File: src/rtl/plar_pkg.sv
package plar_pkg;

   // transaction action codes
   localparam logic [1:0] ACT_POLL   = 2'd0;
   localparam logic [1:0] ACT_START  = 2'd1;
   localparam logic [1:0] ACT_FORCE  = 2'd2;

   // resolved speed/duplex codes
   localparam logic [2:0] SPD_NONE  = 3'd0;
   localparam logic [2:0] SPD_10H   = 3'd1;
   localparam logic [2:0] SPD_10F   = 3'd2;
   localparam logic [2:0] SPD_100H  = 3'd3;
   localparam logic [2:0] SPD_100F  = 3'd4;
   localparam logic [2:0] SPD_1000H = 3'd5;
   localparam logic [2:0] SPD_1000F = 3'd6;

   // partner gigabit status is aligned to the local control bits by this shift
   localparam int unsigned GIG_STATUS_SHIFT = 2;

   // configuration register indexes
   localparam logic CSR_GIGABIT_ENABLED = 1'b0;
   localparam logic CSR_TIMEOUT_POLLS   = 1'b1;

   localparam logic [15:0] TIMEOUT_RESET = 16'd50;

   typedef enum logic [2:0] {
      ST_CHANGED     = 3'd0,
      ST_SAME        = 3'd1,
      ST_NEGOTIATING = 3'd2,
      ST_TIMEOUT     = 3'd3,
      ST_NOTSUP      = 3'd4
   } plar_status_type;

   typedef struct packed {
      logic        is_up;
      logic [2:0]  speed_code;
      logic        in_negotiation;
      logic [15:0] polls_waited;
   } plar_state_type;

   typedef struct packed {
      logic        gigabit_enabled;
      logic [15:0] autoneg_timeout_polls;
   } plar_cfg_type;

   typedef struct packed {
      plar_status_type status;
      logic            notify;
      logic            link_up;
      logic [2:0]      link_speed;
      logic            negotiating;
   } plar_result_type;

endpackage

File: src/rtl/plar_resolve.sv
module plar_resolve (
   input  logic [1:0]               action,
   input  logic [15:0]              bmsr,
   input  logic [15:0]              bmsr_reread,
   input  logic [15:0]              bmcr,
   input  logic [15:0]              anar,
   input  logic [15:0]              anlpar,
   input  logic [15:0]              gig_control,
   input  logic [15:0]              gig_status,
   input  logic                     request_gigabit,
   input  plar_pkg::plar_cfg_type   cfg,
   input  plar_pkg::plar_state_type cur,
   output plar_pkg::plar_state_type nxt,
   output plar_pkg::plar_result_type result
);

   logic [15:0]               common;
   logic [15:0]               gig;
   logic [2:0]                resolved;
   logic [2:0]                forced;
   logic [15:0]               polls_inc;
   logic                      link_low_twice;
   logic                      notify;
   plar_pkg::plar_status_type status;

   // best common mode in priority order
   assign common = anar & anlpar;
   assign gig    = gig_control & (gig_status >> plar_pkg::GIG_STATUS_SHIFT);

   always_comb begin
      if (cfg.gigabit_enabled && gig[9]) begin
         resolved = plar_pkg::SPD_1000F;
      end else if (cfg.gigabit_enabled && gig[8]) begin
         resolved = plar_pkg::SPD_1000H;
      end else if (common[8]) begin
         resolved = plar_pkg::SPD_100F;
      end else if (common[7]) begin
         resolved = plar_pkg::SPD_100H;
      end else if (common[6]) begin
         resolved = plar_pkg::SPD_10F;
      end else begin
         resolved = plar_pkg::SPD_10H;
      end
   end

   // forced speed from bmcr speed select bits, reserved combination gives none
   always_comb begin
      case ({bmcr[13], bmcr[6]})
         2'b00:   forced = bmcr[8] ? plar_pkg::SPD_10F   : plar_pkg::SPD_10H;
         2'b10:   forced = bmcr[8] ? plar_pkg::SPD_100F  : plar_pkg::SPD_100H;
         2'b01:   forced = bmcr[8] ? plar_pkg::SPD_1000F : plar_pkg::SPD_1000H;
         default: forced = plar_pkg::SPD_NONE;
      endcase
   end

   // saturating poll count
   assign polls_inc = (cur.polls_waited == 16'hFFFF) ? cur.polls_waited
                                                     : cur.polls_waited + 16'd1;
   assign link_low_twice = !bmsr[2] && !bmsr_reread[2];

   // next state and status
   always_comb begin
      nxt    = cur;
      status = plar_pkg::ST_SAME;
      notify = 1'b0;
      case (action)
         plar_pkg::ACT_POLL: begin
            if (cur.in_negotiation) begin
               // completion check that may time out
               if (!bmsr[5]) begin
                  nxt.polls_waited = polls_inc;
                  status = (polls_inc >= cfg.autoneg_timeout_polls) ?
                           plar_pkg::ST_TIMEOUT : plar_pkg::ST_NEGOTIATING;
               end else if (link_low_twice) begin
                  status = plar_pkg::ST_SAME;
               end else begin
                  nxt.speed_code = resolved;
                  nxt.is_up      = 1'b1;
                  status         = plar_pkg::ST_CHANGED;
               end
            end else if (!bmsr[2]) begin
               // link went or stays down
               nxt.speed_code = plar_pkg::SPD_NONE;
               nxt.is_up      = 1'b0;
               status = cur.is_up ? plar_pkg::ST_CHANGED : plar_pkg::ST_SAME;
            end else if (!bmcr[12]) begin
               // forced link
               if (forced != cur.speed_code || !cur.is_up) begin
                  nxt.is_up      = 1'b1;
                  nxt.speed_code = forced;
                  status         = plar_pkg::ST_CHANGED;
               end
            end else if (!cur.is_up) begin
               // link came up with autoneg, immediate check without expiry
               nxt.is_up        = 1'b1;
               nxt.polls_waited = 16'd0;
               if (!bmsr[5]) begin
                  status = plar_pkg::ST_NEGOTIATING;
               end else if (link_low_twice) begin
                  status = plar_pkg::ST_SAME;
               end else begin
                  nxt.speed_code = resolved;
                  status         = plar_pkg::ST_CHANGED;
               end
            end
            nxt.in_negotiation = (status == plar_pkg::ST_NEGOTIATING);
            notify             = (status == plar_pkg::ST_CHANGED);
         end
         plar_pkg::ACT_START: begin
            nxt.in_negotiation = 1'b1;
            nxt.polls_waited   = 16'd0;
            status             = plar_pkg::ST_CHANGED;
         end
         plar_pkg::ACT_FORCE: begin
            if (!cfg.gigabit_enabled && request_gigabit) begin
               status = plar_pkg::ST_NOTSUP;
            end else begin
               nxt.in_negotiation = 1'b0;
               status             = plar_pkg::ST_CHANGED;
            end
         end
         default: begin
            status = plar_pkg::ST_SAME;
         end
      endcase
   end

   // reported fields
   assign result.status      = status;
   assign result.notify      = notify;
   assign result.link_up     = nxt.is_up && (nxt.speed_code != plar_pkg::SPD_NONE);
   assign result.link_speed  = nxt.speed_code;
   assign result.negotiating = nxt.in_negotiation;

endmodule

File: src/rtl/phy_link_monitor_autoneg_resolve_core.sv
// a transaction accepted into the input register passes the decision logic into the result
//   register, from which rsp can take it
// throughput: one transaction per cycle while rsp_stall does not hold the result register,
//   set by the input register feeding one decision stage into the result register
// reset (synchronous, active high): link down, speed none, not negotiating,
//   poll count zero, gigabit disabled, timeout 50 polls, both stages empty
module phy_link_monitor_autoneg_resolve_core (
   input  logic        clock,
   input  logic        reset,
   input  logic        req_valid,
   output logic        req_stall,
   input  logic [1:0]  req_action,
   input  logic [15:0] req_bmsr,
   input  logic [15:0] req_bmsr_reread,
   input  logic [15:0] req_bmcr,
   input  logic [15:0] req_anar,
   input  logic [15:0] req_anlpar,
   input  logic [15:0] req_gig_control,
   input  logic [15:0] req_gig_status,
   input  logic        req_request_gigabit,
   output logic        rsp_valid,
   input  logic        rsp_stall,
   output logic [2:0]  rsp_status,
   output logic        rsp_notify,
   output logic        rsp_link_up,
   output logic [2:0]  rsp_link_speed,
   output logic        rsp_negotiating,
   input  logic        csr_write_enable,
   input  logic        csr_index,
   input  logic [15:0] csr_write_data
);

   logic                      in_valid_ff;
   logic [1:0]                action_ff;
   logic [15:0]               bmsr_ff;
   logic [15:0]               bmsr_reread_ff;
   logic [15:0]               bmcr_ff;
   logic [15:0]               anar_ff;
   logic [15:0]               anlpar_ff;
   logic [15:0]               gig_control_ff;
   logic [15:0]               gig_status_ff;
   logic                      request_gigabit_ff;
   logic                      out_valid_ff;
   plar_pkg::plar_result_type result_ff;
   plar_pkg::plar_result_type result_in;
   plar_pkg::plar_state_type  state_ff;
   plar_pkg::plar_state_type  state_in;
   plar_pkg::plar_cfg_type    cfg_ff;
   logic                      advance;
   logic                      in_load;

   // pipeline moves when the result register is free or being taken
   assign advance   = !out_valid_ff || !rsp_stall;
   assign req_stall = in_valid_ff && !advance;
   assign in_load   = req_valid && !req_stall;

   // configuration registers
   always_ff @(posedge clock) begin
      if (reset) begin
         cfg_ff.gigabit_enabled       <= 1'b0;
         cfg_ff.autoneg_timeout_polls <= plar_pkg::TIMEOUT_RESET;
      end else if (csr_write_enable) begin
         case (csr_index)
            plar_pkg::CSR_GIGABIT_ENABLED: cfg_ff.gigabit_enabled <= csr_write_data[0];
            plar_pkg::CSR_TIMEOUT_POLLS:   cfg_ff.autoneg_timeout_polls <= csr_write_data;
            default: ;
         endcase
      end
   end

   // input register
   always_ff @(posedge clock) begin
      if (reset) begin
         in_valid_ff <= 1'b0;
      end else if (!req_stall) begin
         in_valid_ff <= req_valid;
      end
   end

   always_ff @(posedge clock) begin
      if (in_load) begin
         action_ff          <= req_action;
         bmsr_ff            <= req_bmsr;
         bmsr_reread_ff     <= req_bmsr_reread;
         bmcr_ff            <= req_bmcr;
         anar_ff            <= req_anar;
         anlpar_ff          <= req_anlpar;
         gig_control_ff     <= req_gig_control;
         gig_status_ff      <= req_gig_status;
         request_gigabit_ff <= req_request_gigabit;
      end
   end

   // decision logic
   plar_resolve u_resolve (
      .action          (action_ff),
      .bmsr            (bmsr_ff),
      .bmsr_reread     (bmsr_reread_ff),
      .bmcr            (bmcr_ff),
      .anar            (anar_ff),
      .anlpar          (anlpar_ff),
      .gig_control     (gig_control_ff),
      .gig_status      (gig_status_ff),
      .request_gigabit (request_gigabit_ff),
      .cfg             (cfg_ff),
      .cur             (state_ff),
      .nxt             (state_in),
      .result          (result_in)
   );

   // link state, updated as each transaction moves into the result register
   always_ff @(posedge clock) begin
      if (reset) begin
         state_ff <= '0;
      end else if (in_valid_ff && advance) begin
         state_ff <= state_in;
      end
   end

   // result register
   always_ff @(posedge clock) begin
      if (reset) begin
         out_valid_ff <= 1'b0;
      end else if (advance) begin
         out_valid_ff <= in_valid_ff;
      end
   end

   always_ff @(posedge clock) begin
      if (in_valid_ff && advance) begin
         result_ff <= result_in;
      end
   end

   assign rsp_valid       = out_valid_ff;
   assign rsp_status      = result_ff.status;
   assign rsp_notify      = result_ff.notify;
   assign rsp_link_up     = result_ff.link_up;
   assign rsp_link_speed  = result_ff.link_speed;
   assign rsp_negotiating = result_ff.negotiating;

`ifndef SYNTH
   // reported link is never up without a speed
   a_link_needs_speed: assert property (@(posedge clock) disable iff (reset)
      rsp_valid && rsp_link_up |-> rsp_link_speed != plar_pkg::SPD_NONE)
      else $error("link up reported with no speed");

   // notify only accompanies a changed status
   a_notify_changed: assert property (@(posedge clock) disable iff (reset)
      rsp_valid && rsp_notify |-> rsp_status == plar_pkg::ST_CHANGED)
      else $error("notify without changed status");

   // a timeout always ends negotiation
   a_timeout_stops: assert property (@(posedge clock) disable iff (reset)
      rsp_valid && rsp_status == plar_pkg::ST_TIMEOUT |-> !rsp_negotiating)
      else $error("timeout left negotiation running");

   // stall toward the requester only when the input stage is held
   a_stall_held: assert property (@(posedge clock) disable iff (reset)
      req_stall |-> in_valid_ff && out_valid_ff && rsp_stall)
      else $error("request stalled with pipeline free");

   // both stages empty right after reset
   a_reset_empty: assert property (@(posedge clock)
      reset |=> !rsp_valid && !req_stall)
      else $error("pipeline not empty after reset");
`endif

endmodule
File: config.mk
export PLATFORM = sky130hd
export DESIGN_NAME = phy_link_monitor_autoneg_resolve_core
export DESIGN_NICKNAME = d
export VERILOG_FILES = /design/src/rtl/plar_pkg.sv /design/src/rtl/plar_resolve.sv /design/src/rtl/phy_link_monitor_autoneg_resolve_core.sv
export SDC_FILE = /design/constraint.sdc
export NUM_CORES = 1
export LEC_CHECK = 0
export BUFFER_PORTS_ARGS = -buffer_cell sky130_fd_sc_hd__buf_2
export CORE_MARGIN = 4
export CORE_UTILIZATION = 40
export DETAILED_ROUTE_END_ITERATION = 6
export GPL_TIMING_DRIVEN = 1
export PLACE_DENSITY = 0.68
export SLEW_MARGIN = 15
export SYNTH_ARGS = -nofsm -noshare
export SYNTH_HDL_FRONTEND = slang
export SYNTH_SLANG_ARGS = --single-unit
File: constraint.sdc
create_clock -name clock -period 4 [get_ports clock]
set_input_delay 0.4 -clock clock [delete_from_list [all_inputs] [get_ports clock]]
set_output_delay 0.4 -clock clock [all_outputs]
set_load 0.01 [all_outputs]
==> After elaboration in Yosys (flattened, before gate mapping) <==
Index checks and enable logic that the tools add are counted.
{ "totals": {"reg_bits": 115, "word_cells": 105} }
{ "classes": {"add_sub_neg": 1, "n_lt_le_gt_ge": 1, "n_eq_ne": 11, "n_mux": 41, "bitwise_logic": 3, "reduce_logical": 26} }
{ "ops": {"columns": ["cell", "count"], "rows": [
  ["16-bit 2-to-1 mux", 6],
  ["3-bit 2-to-1 mux", 14],
  ["16-bit one-hot mux with 2 select lines", 1],
  ["4-bit 2-to-1 mux", 7],
  ["3-bit one-hot mux with 3 select lines", 2],
  ["16-bit by 1-bit adder with 16-bit output, second input constant", 1],
  ["16-bit equality test, second input constant", 1],
  ["16-bit >= comparator", 1],
  ["3-bit inequality test, second input constant", 4],
  ["10-bit bitwise AND", 1],
  ["2-bit 2-to-1 mux", 5],
  ["9-bit bitwise AND", 1],
  ["1-bit logical AND", 8],
  ["1-bit logical NOT", 8],
  ["6-bit AND reduction", 1],
  ["1-bit 2-to-1 mux", 5],
  ["2-bit by 1-bit equality test with 1-bit output, second input constant", 2],
  ["2-bit equality test, second input constant", 2],
  ["2-bit logical NOT", 2],
  ["2-bit AND reduction", 2],
  ["3-bit by 2-bit equality test with 1-bit output, second input constant", 1],
  ["3-bit logical NOT", 1],
  ["3-bit inequality test", 1],
  ["1-bit one-hot mux with 3 select lines", 1],
  ["other kinds (4)", 5]
]} }

==> Longest topological paths before layout <==
{ "logic_depth": {"word_depth": 15, "mapped_depth": 14} }

==> Cells and area by module <==
Synthesis repeated with hierarchy kept, for this count alone.
{ "unflattened": {"hier_cells": 606, "area_unflattened_um2": 7086.8} }
{ "modules_own_cells": {"columns": ["module", "n_inst", "cells_each", "area_each_um2", "seq_area_each_um2"], "rows": [
  ["phy_link_monitor_autoneg_resolve_core", 1, 299, 5137.4, 4524.3],
  ["plar_resolve", 1, 307, 1949.4, 0.0]
]} }

==> Least setup slack after synthesis <==
OpenSTA, ideal clock, no wires.
{ "synth_path": {"kind": "register to register", "from": "register state_ff[2] (netlist bit)", "to": "register state_ff[16] (netlist bit)", "t_arrival_ns": 2.807, "required_ns": 3.880, "slack_ns": 1.073, "stages_incl_launch_ff": 14, "synth_period_minus_slack_ns": 2.927, "path_cell_list": "dfxtp_1 -> and3_1 -> and4_1 -> nor2b_1 -> and3_1 -> nand3_1 -> o21a_1 -> ha_1 -> nand2_1 -> nor4_1 -> nand3b_1 -> a31oi_1 -> nor2b_1 -> o31a_1"} }
{ "synth_between": {"elab_chain_len": 9, "elab_cells_between_ends": 10, "cone_classes": "add/sub (1); order compare (1); eq/ne (2); mux (6)"} }
{ "synth_rtl": {"columns": ["item", "line", "rtl"], "rows": [
  ["start: declaration", "phy_link_monitor_autoneg_resolve_core.sv:46", "plar_pkg::plar_state_type state_ff;"],
  ["start signal: assignment", "phy_link_monitor_autoneg_resolve_core.sv:116", "state_ff <= state_in;"],
  ["16-bit by 1-bit adder with 16-bit output or 16-bit equality test (tied branches)", "plar_resolve.sv:58, plar_resolve.sv:57", null],
  ["16-bit 2-to-1 mux *", "plar_resolve.sv:57", "assign polls_inc = (cur.polls_waited == 16'hFFFF) ? cur.polls_waited"],
  ["16-bit >= comparator *", "plar_resolve.sv:72", "status = (polls_inc >= cfg.autoneg_timeout_polls) ?"],
  ["1-bit 2-to-1 mux *", "plar_resolve.sv:72", null],
  ["2-bit 2-to-1 mux *", "plar_resolve.sv:70", "if (!bmsr[5]) begin"],
  ["3-bit 2-to-1 mux *", "plar_resolve.sv:68", "if (cur.in_negotiation) begin"],
  ["3-bit 2-to-1 mux *", "plar_resolve.sv:66", "case (action)"],
  ["3-bit by 2-bit equality test with 1-bit output *", "plar_resolve.sv:106", "nxt.in_negotiation = (status == plar_pkg::ST_NEGOTIATING);"],
  ["1-bit one-hot mux with 3 select lines *", "plar_resolve.sv:66", null]
]} }
Every way passes the cells marked *; elsewhere a longest branch is shown, timed or not. The select of a mux whose other input is x is not followed.
A chain may end at the register's enable or synchronous reset.

==> impl_metrics.json <==
{
  "outcome": "finished, final reports clean",
  "pin_count": 148,
  "area_of_the_die_sq_um": 10750,
  "worstPathArrival_ps": 3560,
  "globalRoute.totalOverflow": 0,
  "groute.usage.overall_pct": 14.64,
  "placed_cell_area_sq_um": 3998,
  "synth-seq-cells": 69,
  "power.net_switching_mw": 0.3755,
  "postCtsSetupBuffers": 0,
  "cts_inserted_buffers": 9,
  "clock_sinks": 69,
  "sequentialPowerShare_pct": 50.6,
  "cts_hold_buffers": 0,
  "yosysUniqueCellTypes": 60,
  "core.rowCount": 34,
  "ys_async_sr_fraction_pct": 0,
  "finish.net_count": 605,
  "timing.final.crit_period_ps": 3465,
  "leakagePower_nw": 1.738,
  "mappedNetlistArea_sq_um": 3661,
  "avgViaCountPerCell": 5.302,
  "tritoncts": "done",
  "required_time_worst_endpoint_ps": 4090,
  "clock-root-buffer": "sky130_fd_sc_hd__clkbuf_8",
  "critical_path_class": "register to register",
  "area_growth_from_synthesis_to_layout_pct": 15.24,
  "grt_first_pass_wirelength_microns": 13030,
  "route.detailed.wl_per_inst_microns": 13.67,
  "vias": 2969,
  "synth_edf_count": 29,
  "layoutNonFillerInstCount": 560,
  "drtPass1Iterations": 4,
  "final-setup-viol-count": 0,
  "clk_latency_ps": 340,
  "maxClockFrequency_mhz": 288.6,
  "timing.hold.worst.class": "input pin to register",
  "grt_max_degree": 30,
  "fp.dieH_microns": 103.7,
  "timing.final.max_slew_violations": 0,
  "power_density_nw_per_um2": 367.8,
  "intPower_mw": 1.176,
  "fp.coreArea_sq_um": 8806,
  "antenna_cell_count": 0,
  "worst_setup_path_end_kind": "register",
  "final.period_utilization_pct": 86.63,
  "final_layout_size_suffix_gt1_share_pct": 18.36,
  "initial_antenna_violation_count": 0,
  "dp_hpwl_microns": 5722,
  "post_cts_gate_resize_count": 0,
  "clock_path_buffers": 2,
  "routed_wl_microns": 7656,
  "maxCapViolCount": 0,
  "critical_path.startpoint_type": "register",
  "initial_core_util_pct": 41.57,
  "drt_iter0_markers": 225,
  "dp.cells": 544,
  "synth_sequential_area_ratio_pct": 45.66,
  "timing.max_slew.rel_slack_pct": 40.81,
  "p_clk_share_pct": 40.5,
  "layout_commonest_cell": "sky130_fd_sc_hd__nand2_1",
  "max_slew.worst_pin.slew_ps": 881.2,
  "weighted_congestion_at_the_end_of_routability_driven_global_placement": 0.8034,
  "antenna_violating_nets_post_route": 0,
  "worstPathMaxFanout": 6,
  "clk_transition_reported_paths_ps": 80,
  "placement.io_buffers": 52,
  "most-common-layout-cells": "53 x sky130_fd_sc_hd__nand2_1, 52 x sky130_fd_sc_hd__buf_2, 40 x sky130_fd_sc_hd__dfxtp_1, 36 x sky130_fd_sc_hd__a21oi_1",
  "final_instance_area_sq_um": 4219,
  "synth_cells": 398,
  "first_global_vias": 2744,
  "htree_num_levels": 3,
  "power.combinational.fraction_pct": 8.9,
  "rsz_0062_raised_after_global_routing": "false",
  "postSynthNetCount": 556,
  "synth-main-ff-cell": "sky130_fd_sc_hd__dfxtp_1",
  "fp.dieW_microns": 103.7,
  "setup_total_negative_slack_ps": 0,
  "route.detailed.drc": 0,
  "yosys_warnings": 0,
  "worst_clock_skew_ps": 8.031,
  "vdd_ir_drop_max_mv": 0.2031,
  "fraction_of_power_spent_switching_nets_pct": 24.20,
  "synthesis.area_per_instance_sq_um": 9.199,
  "timing_hold_violations_final": 0
}
-- synth_stat cells, types with 3 or more instances --
cell type	count	area (sq um)
sky130_fd_sc_hd__a21oi_1	36	180.2
sky130_fd_sc_hd__nand2b_1	6	37.54
sky130_fd_sc_hd__clkbuf_1	10	37.54
sky130_fd_sc_hd__buf_2	4	20.02
sky130_fd_sc_hd__xor2_1	4	35.03
sky130_fd_sc_hd__a211oi_1	4	30.03
sky130_fd_sc_hd__or3_1	3	18.77
sky130_fd_sc_hd__nand3_1	10	50.05
sky130_fd_sc_hd__inv_1	29	108.9
sky130_fd_sc_hd__ha_1	21	262.8
sky130_fd_sc_hd__o21ai_0	15	75.07
sky130_fd_sc_hd__nand4_1	4	25.02
sky130_fd_sc_hd__dfxtp_1	40	800.8
sky130_fd_sc_hd__o21a_1	4	30.03
sky130_fd_sc_hd__mux2_2	3	33.78
sky130_fd_sc_hd__nor3_1	8	40.04
sky130_fd_sc_hd__a22o_1	5	43.79
sky130_fd_sc_hd__o31ai_1	3	22.52
sky130_fd_sc_hd__nand3b_1	4	30.03
sky130_fd_sc_hd__xnor2_1	8	70.07
sky130_fd_sc_hd__nor2_1	21	78.83
sky130_fd_sc_hd__edfxtp_1	29	870.8
sky130_fd_sc_hd__o21ai_2	3	26.28
sky130_fd_sc_hd__nor2b_1	11	68.82
sky130_fd_sc_hd__a31oi_1	11	68.82
sky130_fd_sc_hd__nand2_1	53	198.9
sky130_fd_sc_hd__and3_1	9	56.30
sky130_fd_sc_hd__a21o_1	3	22.52
-- layout make-up --
class	count	area, sq um
repair buffers	54	275.3
clock buffers	9	123.9
multi-input cells	283	1803
inverters	30	112.6
well taps	108	135.1
flip-flops and latches	69	1672
clock inverters	7	97.59
fillers	832	4587
-- through the flow --
stage	worst slack (ps)	power [mW]	util (%)	hold slack, ps
after floorplan	1073	0.8896	-	436.3
after global placement	608.7	0.9354	45.40	445.6
after detailed placement	565.2	0.9390	45.40	450.0
after CTS	523.2	1.567	47.91	212.6
after global routing	227.1	1.626	47.91	206.2
final	535.0	1.552	47.91	226.9
-- state kept, by name (all words and copies together) (netlist names), 2 cells and up --
register / flops
anlpar_ff: 3
gig_control_ff: 2
bmcr_ff: 4
rsp_link_speed: 3
anar_ff: 3
gig_status_ff: 2
action_ff: 2
cfg_ff: 17
rsp_status: 3
state_ff: 21
bmsr_ff: 2
-- power by group through the flow --
stage,combinational (mW),clock (mW),sequential (mW)
2_1_floorplan,0.0921,0,0.798
3_3_place_gp,0.134,0,0.801
3_5_place_dp,0.137,0,0.802
4_1_cts,0.138,0.643,0.786
5_1_grt,0.156,0.679,0.790
6_report,0.138,0.628,0.786
-- critical path, cell delays in order (launching register included) --
cell	delay (ps)
sky130_fd_sc_hd__dfxtp_1	430
sky130_fd_sc_hd__and3_1	240
sky130_fd_sc_hd__and4_1	340
sky130_fd_sc_hd__nor2b_1	240
sky130_fd_sc_hd__and3_1	250
sky130_fd_sc_hd__nand3_1	90
sky130_fd_sc_hd__o21a_1	140
sky130_fd_sc_hd__ha_1	290
sky130_fd_sc_hd__nand2_1	90
sky130_fd_sc_hd__nor4_1	380
sky130_fd_sc_hd__nand3b_1	130
sky130_fd_sc_hd__a31oi_1	320
sky130_fd_sc_hd__nor2b_1	120
sky130_fd_sc_hd__a2bb2oi_1	150
-- cells by family (layout without fill, tap and decap cells) --
family / after synthesis / count (layout) / synth area share (%)
DFF: 69 / 69 / 45.66
buffers and inverters: 46 / 100 / 5.092
and+or+nand+nor: 141 / 141 / 19.34
xor gates and xnor gates: 12 / 12 / 2.871
muxes: 5 / 5 / 1.470
AOI/OAI and AO/OA: 104 / 104 / 18.39
adders and majority gates: 21 / 21 / 7.177
-- final timing paths --
path                       startpoint                        end  slack (ps)  cells after the start
max          state_ff[2]$_SDFFE_PP0P_  rsp_negotiating$_DFFE_PP_         530                     13
min                     req_action[0]     action_ff[0]$_DFFE_PP_         230                      1
max reg2reg  state_ff[2]$_SDFFE_PP0P_  rsp_negotiating$_DFFE_PP_         530                     13
min reg2reg    cfg_ff[2]$_SDFFE_PP0P_     cfg_ff[2]$_SDFFE_PP0P_         460                      2
-- routing by layer --
layer,track usage (%),part of all wire [%],up-vias
met5,0,0,-
met4,3.989,0.85,0
met3,3.918,5.9,4
met2,21.17,42,88
met1,21.53,51,1342
li1,-,-,1535
Note: power is estimated with default switching activity, not from simulation.
